--- config.mk ---
export PLATFORM = sky130hd
export DESIGN_NAME = rebalance_trigger_simulator
export DESIGN_NICKNAME = d
export VERILOG_FILES = /design/src/rtl/rts_pkg.sv /design/src/rtl/rebalance_trigger_simulator.sv
export SDC_FILE = /design/constraint.sdc
export NUM_CORES = 2
export LEC_CHECK = 0
export BUFFER_PORTS_ARGS = -buffer_cell sky130_fd_sc_hd__buf_4
export CAP_MARGIN = 20
export CELL_PAD_IN_SITES_DETAIL_PLACEMENT = 0
export CELL_PAD_IN_SITES_GLOBAL_PLACEMENT = 2
export CORE_ASPECT_RATIO = 0.7
export CORE_MARGIN = 4
export CORE_UTILIZATION = 44
export DETAILED_ROUTE_END_ITERATION = 7
export PLACE_DENSITY_LB_ADDON = 0.1
export SETUP_SLACK_MARGIN = 0.05
export SLEW_MARGIN = 25
export SYNTH_ARGS = -nofsm -noshare
export SYNTH_HDL_FRONTEND = slang
export SYNTH_SLANG_ARGS = --single-unit
export TNS_END_PERCENT = 30
--- constraint.sdc ---
create_clock -name clk_i -period 13.96 [get_ports clk_i]
set_clock_uncertainty 0.1 [all_clocks]
set_input_delay 1.396 -clock clk_i [delete_from_list [all_inputs] [get_ports clk_i]]
set_output_delay 1.396 -clock clk_i [all_outputs]
set_load 0.005 [all_outputs]
--- src/rtl/rts_pkg.sv ---
// package with types and constants for the rebalance trigger simulator
`timescale 1ns / 1ps
package rts_pkg;

  localparam int unsigned LoadW = 32;
  localparam int unsigned AccW  = 48;
  localparam int unsigned ProcW = 13;
  localparam int unsigned PerW  = 16;
  localparam int unsigned DivW  = 46;
  localparam int unsigned CntW  = 6;
  localparam int unsigned CfgIdxW = 3;

  localparam logic [CntW-1:0] DivStepsShort = CntW'(LoadW);
  localparam logic [CntW-1:0] DivStepsLong  = CntW'(DivW);

  localparam logic [CfgIdxW-1:0] CfgTriggerMode     = 3'd0;
  localparam logic [CfgIdxW-1:0] CfgRebalanceCost   = 3'd1;
  localparam logic [CfgIdxW-1:0] CfgProcessorCount  = 3'd2;
  localparam logic [CfgIdxW-1:0] CfgInitialWorkload = 3'd3;
  localparam logic [CfgIdxW-1:0] CfgRebalancePeriod = 3'd4;

  localparam logic [1:0] ModeImbalance = 2'd0;
  localparam logic [1:0] ModeImbGap    = 2'd1;
  localparam logic [1:0] ModePeriod    = 2'd2;
  localparam logic [1:0] ModeRequest   = 2'd3;

  typedef enum logic [3:0] {
    ST_IDLE,
    ST_INIT,
    ST_DECIDE,
    ST_MUL,
    ST_REBDIV,
    ST_REB,
    ST_ITER,
    ST_APPLY,
    ST_DONE,
    ST_DIV
  } state_e;

  function automatic logic [AccW-1:0] sat_add(input logic [AccW-1:0] a,
                                              input logic [AccW-1:0] b);
    logic [AccW:0] s;
    s = {1'b0, a} + {1'b0, b};
    return s[AccW] ? {AccW{1'b1}} : s[AccW-1:0];
  endfunction

endpackage

--- src/rtl/rebalance_trigger_simulator.sv ---
// rebalance trigger simulator top level with shared iterative divider
// a word runs decide, iter, div, apply, done; a restart or first word runs div, init before decide,
// a rebalance mul, rebdiv, div, reb before iter; the restoring divider (one quotient bit per cycle,
// 32 steps, 46 on a rebalance) is shared; the next word is taken once the result is registered
// reset: async active low, config to defaults, run state to zero except peak and datapath regs
`timescale 1ns / 1ps
module rebalance_trigger_simulator
  import rts_pkg::*;
(
  input  logic          clk_i,
  input  logic          rst_ni,
  input  logic          cfg_we_i,
  input  logic [2:0]    cfg_idx_i,
  input  logic [31:0]   cfg_data_i,
  input  logic          s_axis_tvalid,
  output logic          s_axis_tready,
  input  logic [31:0]   s_axis_tdata,   // load_change
  input  logic [1:0]    s_axis_tuser,   // rebalance_request, restart
  output logic          m_axis_tvalid,
  input  logic          m_axis_tready,
  output logic [127:0]  m_axis_tdata,   // imbalance_total, elapsed_time, peak_load
  output logic          m_axis_tuser    // rebalanced
);

  state_e state_q, state_d, ret_q, ret_d;

  logic [1:0]       mode_q, mode_d;
  logic [LoadW-1:0] cost_q, cost_d;
  logic [ProcW-1:0] procs_q, procs_d;
  logic [LoadW-1:0] init_q, init_d;
  logic [PerW-1:0]  period_q, period_d;

  logic [LoadW-1:0] max_q, max_d, avg_q, avg_d, peak_q, peak_d;
  logic [AccW-1:0]  imb_q, imb_d, time_q, time_d;
  logic [PerW-1:0]  phase_q, phase_d;
  logic             started_q, started_d;

  logic signed [LoadW-1:0] delta_q, delta_d;
  logic             req_q, req_d, first_q, first_d, fire_q, fire_d;

  logic [CntW-1:0]  cnt_q, cnt_d;
  logic [DivW-1:0]  div_q, div_d;
  logic [ProcW-1:0] rem_q, rem_d;
  logic [44:0]      prod_q, prod_d;

  logic             m_valid_q, m_valid_d, m_user_q, m_user_d;
  logic [127:0]     m_data_q, m_data_d;

  logic [ProcW-1:0] p;
  logic [PerW-1:0]  per;
  logic [LoadW-1:0] gap;
  logic             fire;
  logic [ProcW:0]   trial;
  logic             ge;
  logic [LoadW-1:0] dmag;
  logic signed [LoadW+1:0] avg_sum, max_sum, qs;
  logic [LoadW-1:0] avg_new, max_new;
  logic [PerW:0]    phase_inc;
  logic             accept;

  assign p      = (procs_q == '0) ? ProcW'(1) : procs_q;
  assign per    = (period_q == '0) ? PerW'(1) : period_q;
  assign gap    = (max_q > avg_q) ? max_q - avg_q : '0;
  assign trial  = {rem_q, div_q[DivW-1]};
  assign ge     = trial >= {1'b0, p};
  assign dmag   = delta_q[LoadW-1] ? (~delta_q + LoadW'(1)) : delta_q;
  assign accept = s_axis_tvalid && s_axis_tready;

  always_comb begin
    unique case (mode_q)
      ModeImbalance: fire = !first_q && (imb_q > {16'd0, cost_q});
      ModeImbGap:    fire = !first_q &&
                       (({1'b0, imb_q} + {17'd0, gap}) > {17'd0, cost_q});
      ModePeriod:    fire = !first_q && (phase_q == '0);
      ModeRequest:   fire = req_q;
      default:       fire = 1'b0;
    endcase
  end

  // signed quotient of delta by processor count
  assign qs      = delta_q[LoadW-1] ? -$signed({2'b00, div_q[LoadW-1:0]})
                                    : $signed({2'b00, div_q[LoadW-1:0]});
  assign avg_sum = $signed({2'b00, avg_q}) + qs;
  assign max_sum = $signed({2'b00, max_q}) + $signed({{2{delta_q[LoadW-1]}}, delta_q});
  assign avg_new = avg_sum[LoadW+1] ? '0 : (avg_sum[LoadW] ? '1 : avg_sum[LoadW-1:0]);
  assign max_new = max_sum[LoadW+1] ? '0 : (max_sum[LoadW] ? '1 : max_sum[LoadW-1:0]);
  assign phase_inc = {1'b0, phase_q} + (PerW+1)'(1);

  // next state
  always_comb begin
    state_d = state_q;
    unique case (state_q)
      ST_IDLE:   if (s_axis_tvalid) begin
                   state_d = (s_axis_tuser[1] || !started_q) ? ST_DIV : ST_DECIDE;
                 end
      ST_INIT:   state_d = ST_DECIDE;
      ST_DECIDE: state_d = fire ? ST_MUL : ST_ITER;
      ST_MUL:    state_d = ST_REBDIV;
      ST_REBDIV: state_d = ST_DIV;
      ST_REB:    state_d = ST_ITER;
      ST_ITER:   state_d = ST_DIV;
      ST_APPLY:  state_d = ST_DONE;
      ST_DONE:   if (!m_valid_q || m_axis_tready) begin
                   state_d = ST_IDLE;
                 end
      ST_DIV:    if (cnt_q == CntW'(1)) begin
                   state_d = ret_q;
                 end
      default:   state_d = ST_IDLE;
    endcase
  end

  // datapath and outputs
  always_comb begin
    ret_d     = ret_q;
    mode_d    = mode_q;
    cost_d    = cost_q;
    procs_d   = procs_q;
    init_d    = init_q;
    period_d  = period_q;
    max_d     = max_q;
    avg_d     = avg_q;
    peak_d    = peak_q;
    imb_d     = imb_q;
    time_d    = time_q;
    phase_d   = phase_q;
    started_d = started_q;
    delta_d   = delta_q;
    req_d     = req_q;
    first_d   = first_q;
    fire_d    = fire_q;
    cnt_d     = cnt_q;
    div_d     = div_q;
    rem_d     = rem_q;
    prod_d    = prod_q;
    m_valid_d = m_valid_q;
    m_user_d  = m_user_q;
    m_data_d  = m_data_q;
    s_axis_tready = (state_q == ST_IDLE);

    if (m_valid_q && m_axis_tready) begin
      m_valid_d = 1'b0;
    end

    if (cfg_we_i) begin
      unique case (cfg_idx_i)
        CfgTriggerMode:     mode_d   = cfg_data_i[1:0];
        CfgRebalanceCost:   cost_d   = cfg_data_i;
        CfgProcessorCount:  procs_d  = cfg_data_i[ProcW-1:0];
        CfgInitialWorkload: init_d   = cfg_data_i;
        CfgRebalancePeriod: period_d = cfg_data_i[PerW-1:0];
        default: ;
      endcase
    end

    unique case (state_q)
      ST_IDLE: begin
        if (accept) begin
          delta_d = s_axis_tdata;
          req_d   = s_axis_tuser[0];
          first_d = s_axis_tuser[1] || !started_q;
          div_d   = {init_q, 14'd0};
          rem_d   = '0;
          cnt_d   = DivStepsShort;
          ret_d   = ST_INIT;
        end
      end
      ST_INIT: begin
        max_d     = div_q[LoadW-1:0];
        avg_d     = div_q[LoadW-1:0];
        imb_d     = '0;
        time_d    = '0;
        phase_d   = '0;
        started_d = 1'b1;
      end
      ST_DECIDE: fire_d = fire;
      ST_MUL:    prod_d = (p - ProcW'(1)) * avg_q;
      ST_REBDIV: begin
        div_d = {1'b0, prod_q} + {14'd0, max_q};
        rem_d = '0;
        cnt_d = DivStepsLong;
        ret_d = ST_REB;
      end
      ST_REB: begin
        max_d  = div_q[LoadW-1:0];
        avg_d  = div_q[LoadW-1:0];
        imb_d  = '0;
        time_d = sat_add(time_q, {16'd0, cost_q});
      end
      ST_ITER: begin
        peak_d = max_q;
        time_d = sat_add(time_q, {16'd0, max_q});
        imb_d  = sat_add(imb_q, {16'd0, gap});
        div_d  = {dmag, 14'd0};
        rem_d  = '0;
        cnt_d  = DivStepsShort;
        ret_d  = ST_APPLY;
      end
      ST_APPLY: begin
        avg_d   = avg_new;
        max_d   = (max_new < avg_new) ? avg_new : max_new;
        phase_d = (phase_inc >= {1'b0, per}) ? '0 : phase_inc[PerW-1:0];
      end
      ST_DONE: begin
        if (!m_valid_q || m_axis_tready) begin
          m_valid_d = 1'b1;
          m_user_d  = fire_q;
          m_data_d  = {peak_q, time_q, imb_q};
        end
      end
      ST_DIV: begin
        rem_d = ge ? ProcW'(trial - {1'b0, p}) : trial[ProcW-1:0];
        div_d = {div_q[DivW-2:0], ge};
        cnt_d = cnt_q - CntW'(1);
      end
      default: ;
    endcase
  end

  always_ff @(posedge clk_i or negedge rst_ni) begin
    if (!rst_ni) begin
      state_q   <= ST_IDLE;
      ret_q     <= ST_IDLE;
      mode_q    <= ModeImbalance;
      cost_q    <= '0;
      procs_q   <= ProcW'(1);
      init_q    <= '0;
      period_q  <= PerW'(100);
      max_q     <= '0;
      avg_q     <= '0;
      imb_q     <= '0;
      time_q    <= '0;
      phase_q   <= '0;
      started_q <= 1'b0;
      cnt_q     <= '0;
      m_valid_q <= 1'b0;
    end else begin
      state_q   <= state_d;
      ret_q     <= ret_d;
      mode_q    <= mode_d;
      cost_q    <= cost_d;
      procs_q   <= procs_d;
      init_q    <= init_d;
      period_q  <= period_d;
      max_q     <= max_d;
      avg_q     <= avg_d;
      imb_q     <= imb_d;
      time_q    <= time_d;
      phase_q   <= phase_d;
      started_q <= started_d;
      cnt_q     <= cnt_d;
      m_valid_q <= m_valid_d;
    end
  end

  always_ff @(posedge clk_i) begin
    peak_q   <= peak_d;
    delta_q  <= delta_d;
    req_q    <= req_d;
    first_q  <= first_d;
    fire_q   <= fire_d;
    div_q    <= div_d;
    rem_q    <= rem_d;
    prod_q   <= prod_d;
    m_user_q <= m_user_d;
    m_data_q <= m_data_d;
  end

  assign m_axis_tvalid = m_valid_q;
  assign m_axis_tuser  = m_user_q;
  assign m_axis_tdata  = m_data_q;

  a_busy_not_ready: assert property (@(posedge clk_i) disable iff (!rst_ni)
    (state_q != ST_IDLE) |-> !s_axis_tready)
    else $error("input taken while busy");

  a_div_count: assert property (@(posedge clk_i) disable iff (!rst_ni)
    (state_q == ST_DIV) |-> (cnt_q != '0))
    else $error("divider running with zero step count");

  a_max_ge_avg: assert property (@(posedge clk_i) disable iff (!rst_ni)
    (state_q == ST_IDLE && started_q) |-> (max_q >= avg_q))
    else $error("max load below average between words");

  a_result_after_done: assert property (@(posedge clk_i) disable iff (!rst_ni)
    (state_q == ST_DONE && state_d == ST_IDLE) |=> m_axis_tvalid)
    else $error("result not registered at end of word");

endmodule

* After elaboration in Yosys (flattened, before gate mapping) *
Index checks and enable logic that the tools add are counted.
W data, S select, Z words.

cells by class
  eq/ne operators = 21
  multipliers = 1
  magnitude comparators = 6
  reductions and logical operators = 36
  $add $sub $neg = 13
  bitwise gates (word level) = 1
  multiplexer cells = 38

operators by type and width
  cell                     count
  $mux W32                 7
  $pmux W46 S4             1
  $add A48 B32 Y49         3
  $mux W48                 3
  $pmux W48 S3             1
  $pmux W32 S2             2
  $pmux W48 S2             1
  $gt A49 B32 Y1           1
  $gt A48 B32 Y1           1
  $add A45 B32 Y46         1
  $mux W46                 1
  $mul A14 B33 Y45         1
  $mux W13                 3
  $pmux W13 S3             1
  $pmux W4 S9              1
  $add A33 B32 Y34         1
  $add A33 B34 Y34         1
  $mux W34                 1
  $neg A32 Y34             1
  $add A32 B2 Y32 const B  1
  $gt A32 B32 Y1           1
  $logic_not A16 Y1        2
  $lt A32 B32 Y1           1
  $mux W16                 2
  other kinds (41)         77

storage, ports and cells
  input bits = 74
  logic and storage cells = 141
  bits in registers = 587
  output and inout bits = 131

* Longest topological paths before layout *
  word-level depth = 8
  mapped depth = 37
  depth with buffers taken out = 35

* Worst setup path before layout *
Ideal clock, no wire load.

  kind = flip-flop to flip-flop
  start = register procs_q[4]
  end = register prod_q[44], data pin
  path buffers = 1
  setup time = 0.260 ns
  path slack = 5.562 ns
  data required time = 13.600 ns
  arrival = 8.038 ns
  stages on the path, launching flop included = 30
  clock period less this slack = 8.398 ns
  path through = dfrtp_1 > nor4_1 > a41oi_1 > ha_1 > nand3_1 > nor3_1 > xnor2_1 > clkbuf_1 > nor2_1 > fa_1 > inv_1 > fa_1 > inv_1 > fa_1 > inv_1 > fa_1 > inv_1 > fa_1 > fa_1 > ha_1 > a21o_1 > a21o_1 > a21o_1 > a221oi_1 > a21boi_0 > o31a_1 > o41a_1 > a211o_1 > a21oi_1 > xnor2_1

between the ends
  cells in the longest elaborated chain, start to end = 4

ends and longest elaborated chain
  what                    RTL line                            source
  from (decl)             rebalance_trigger_simulator.sv:29   logic [ProcW-1:0] procs_q, procs_d;
  from (signal assigned)  rebalance_trigger_simulator.sv:226  procs_q <= ProcW'(1);
  from (signal assigned)  rebalance_trigger_simulator.sv:242  procs_q <= procs_d;
  $logic_not A13 Y1       rebalance_trigger_simulator.sv:61   assign p = (procs_q == '0) ? ProcW'(1) : procs_q;
  $mux W13 (*)            rebalance_trigger_simulator.sv:61
  $sub A13 B1 Y14 (*)     rebalance_trigger_simulator.sv:177  ST_MUL: prod_d = (p - ProcW'(1)) * avg_q;
  $mul A14 B33 Y45 (*)    rebalance_trigger_simulator.sv:177
  to (signal assigned)    rebalance_trigger_simulator.sv:264  prod_q <= prod_d;
  to (decl)               rebalance_trigger_simulator.sv:44   logic [44:0] prod_q, prod_d;

Mark *: on every way between the ends. The rest lies on a longest branch, timed or not.
A chain may end at the register's enable or synchronous reset.

* Worst setup path after layout *
  start = register avg_q[1]
  end = register state_q[0]

between the ends
  cells in the longest elaborated chain, start to end = 8
  elaborated cells between the ends (all ways) = 9
  classes of those cells = add/sub (2); order compare (2); mux (4); reduce/logical (1)

ends and longest elaborated chain
  what                                                       RTL line                            source
  from (decl)                                                rebalance_trigger_simulator.sv:33   logic [LoadW-1:0] max_q, max_d, avg_q, avg_d, peak_q, peak_d;
  from (signal assigned)                                     rebalance_trigger_simulator.sv:246  avg_q <= avg_d;
  $sub A32 B32 Y32 / $gt A32 B32 Y1 (equally long branches)  rebalance_trigger_simulator.sv:63   assign gap = (max_q > avg_q) ? max_q - avg_q : '0;
  $mux W32 (*)                                               rebalance_trigger_simulator.sv:63
  $add A48 B32 Y49 (*)                                       rebalance_trigger_simulator.sv:73   (({1'b0, imb_q} + {17'd0, gap}) > {17'd0, cost_q});
  $gt A49 B32 Y1 (*)                                         rebalance_trigger_simulator.sv:73
  $logic_and A1 B1 Y1 (*)                                    rebalance_trigger_simulator.sv:72   ModeImbGap: fire = !first_q &&
  $pmux W1 S4 (*)                                            rebalance_trigger_simulator.sv:70   unique case (mode_q)
  via fire                                                   rebalance_trigger_simulator.sv:52   logic fire;
  $mux W3 (*)                                                rebalance_trigger_simulator.sv:97   ST_DECIDE: state_d = fire ? ST_MUL : ST_ITER;
  $pmux W4 S9 (*)                                            rebalance_trigger_simulator.sv:92   unique case (state_q)
  to (signal assigned)                                       rebalance_trigger_simulator.sv:238  state_q <= state_d;
  to (decl)                                                  rebalance_trigger_simulator.sv:25   state_e state_q, state_d, ret_q, ret_d;

Mark *: on every way through the listed nets, which the timed path passes. The rest lies on a longest branch.

==> reports/metrics.yaml <==
worst_setup_path_end_kind: "flip-flop"
synth_edf_count: 300
htree_levels: 2
worst_hold_slack_ps: 315
seqCellArea_um2: 16200
die_area_um2: 130000
hold_violations: 0
worstSkewPairLatency_ps: 690
antenna_found_initial: 14
clkSinkCount: 586
dp.final_hpwl_mm: 166
fin_area_um2: 60500
cts_tree: "done"
clockBufferDepth: 3
async_flop_share: 0.488
min_from: "fire_q"
port-buffer-count: 204
slew_viol_final: 0
final_common_cell: "nand2_1"
synth_cell_types: 96
setup_ws_ps: 3630
synthFlopType: "edfxtp_1"
overflow: 0
clockRootBuffer: "clkbuf_16"
nFillCells: 11900
path_clk_slew_ps: 70
syn_area_per_cell_um2: 9.03
num_io_pins: 205
grt_max_degree: 83
slowest_stage: "dfrtp_1"
criticalPathCategory: "flip-flop to flip-flop"
cts_repair_resize_count: 0
totalWireLength_mm: 211
initial_core_util: 0.443
holdCritPathClass: "flip-flop to flip-flop"
track_usage: 0.318
drive_gt1_frac: 0.0827
post-route-period-util: 0.740
grt_pass1_wl_mm: 309
final_nets: 7136
worstReg2RegStart: "avg_q[1]"
wl_met2_mm: 83.2
yosysSeqAreaShare: 0.295
grt_pass1_vias: 45000
die_w_um: 430
place_area_um2: 58400
tightestPinTransition_ps: 1150
ys_warn_count: 0
antenna_left: 0
totalNegativeSetupSlack_ps: 0
cts-hold-fix-buffers: 0
drt-initial-drc-count: 5160
start_kind: "flip-flop"
cts_setup_buffers: 0
slew_headroom: 0.228
cp.arrival_ps: 10790
rows: 108
area_growth_pct: 10.4
required_ps: 14420
post_synth_inst_count: 6068
core_area_um2: 124000
mostFrequentLayoutCells: "696 x nand2_1, 555 x inv_1, 492 x ha_1"
critPathMaxStageDelay_ps: 690
period_needed_ps: 10330
wl_per_cell_um: 26.6
multi_input_area_um2: 35900
die_height_um: 303
gp_congestion: 0.970
netlist_area_um2: 54800
numCtsBuffers: 60
cpMostUsedCell: "nor3_1"
pre_cts_slack_ps: 3790
crit_fanout: 23
synth-seq-cells: 586
rsz0062_at_grt: "false"
topRoutingLayerUsed: "met5"
drt-vias-per-instance: 6.01
num_vias: 47600
status: "finished, final reports clean"
setup_viol: 0
remaining_drc_errors: 0
fmax_ghz: 0.0968
drv_cap: 0
crit_start: "avg_q[1]"
met1_length_mm: 101
wl_met3_mm: 22.0
drt-pass1-iter-count: 6
critical path, delay by kind of cell, from the launching register on:
kind,cells,cell delay (ps)
mux,1,300
simple gates,11,2410
xor+xnor,1,190
compound gates,12,4400
buf+inv,3,790
flops,1,690
fa+ha+maj,3,1280
kinds of logic (layout without fill, tap and decap cells):
family	count (synthesis)	in the layout	synth area share
buf+inv	806	963	0.0554
fa+ha+maj	858	858	0.246
simple gates	1921	1921	0.163
flops	586	586	0.295
mux	68	68	0.0136
other cells	2	43	0.000137
xor+xnor	318	318	0.0508
compound gates	1509	1509	0.175
synth_stat cells, drive strengths merged (47+ instances only):
| library cell | n | area share |
|---|---|---|
| inv | 558 | 0.038 |
| nor2b | 47 | 0.0054 |
| nand2 | 697 | 0.048 |
| fa | 366 | 0.13 |
| dfrtp | 282 | 0.13 |
| nor2 | 475 | 0.033 |
| nand3 | 136 | 0.012 |
| xnor2 | 221 | 0.035 |
| nor3 | 114 | 0.010 |
| a21o | 141 | 0.019 |
| ha | 492 | 0.11 |
| xor2 | 97 | 0.016 |
| nor4 | 59 | 0.0068 |
| nand2b | 64 | 0.0076 |
| nand4 | 74 | 0.0084 |
| edfxtp | 300 | 0.16 |
| clkbuf | 223 | 0.015 |
| o21ai | 409 | 0.037 |
| and3 | 59 | 0.0067 |
| a21oi | 401 | 0.037 |
| a31oi | 81 | 0.0092 |
| and2 | 87 | 0.0099 |
| o21a | 51 | 0.0070 |
| a211oi | 62 | 0.0088 |
routing by layer:
| layer | vias up | GRT usage |
|---|---|---|
| met3 | 233 | 0.0914 |
| met4 | 4 | 0.0635 |
| met5 | - | 0 |
| li1 | 21600 | - |
| met1 | 23700 | 0.490 |
| met2 | 2026 | 0.439 |
final timing paths:
path	depth (start not counted)	end	slack, ps
worst min-delay path	0	m_axis_tuser	310
worst max register to register	31	state_q[0]	3630
worst max-delay path	31	state_q[0]	3630
worst min register to register	0	m_axis_tuser	310
max in group asynchronous	4	time_q[30]	10360
min in group asynchronous	1	imb_q[35]	540
cell type report:
class | instances | area share
Multi-Input combinational cell | 4706 | 0.593
Sequential cell | 586 | 0.267
Timing Repair Buffer | 292 | 0.0363
Inverter | 558 | 0.0347
Tap cell | 1650 | 0.0341
Clock buffer | 69 | 0.0257
Clock inverter | 44 | 0.00808
Antenna cell | 11 | 0.000455
through the flow:
step | cells | util
2_1_floorplan | 6098 | -
3_3_place_gp | 7792 | 0.472
3_5_place_dp | 7792 | 0.472
4_1_cts | 7905 | 0.489
5_1_grt | 7907 | 0.489
6_report | 7916 | 0.489
sequential cells by signal (all words and copies together) (netlist names), 2 cells and up:
name	cells
peak_q	32
m_axis_tdata	128
state_q	4
cost_q	32
time_q	48
period_q	16
ret_q	3
prod_q	45
mode_q	2
init_q	32
imb_q	48
avg_q	32
delta_q	32
phase_q	16
cnt_q	6
max_q	32
rem_q	13
div_q	46
procs_q	13
Power is left out: the tool's default activity adds up to more than one toggle a clock period on the data nets, which glitch-free logic cannot reach.
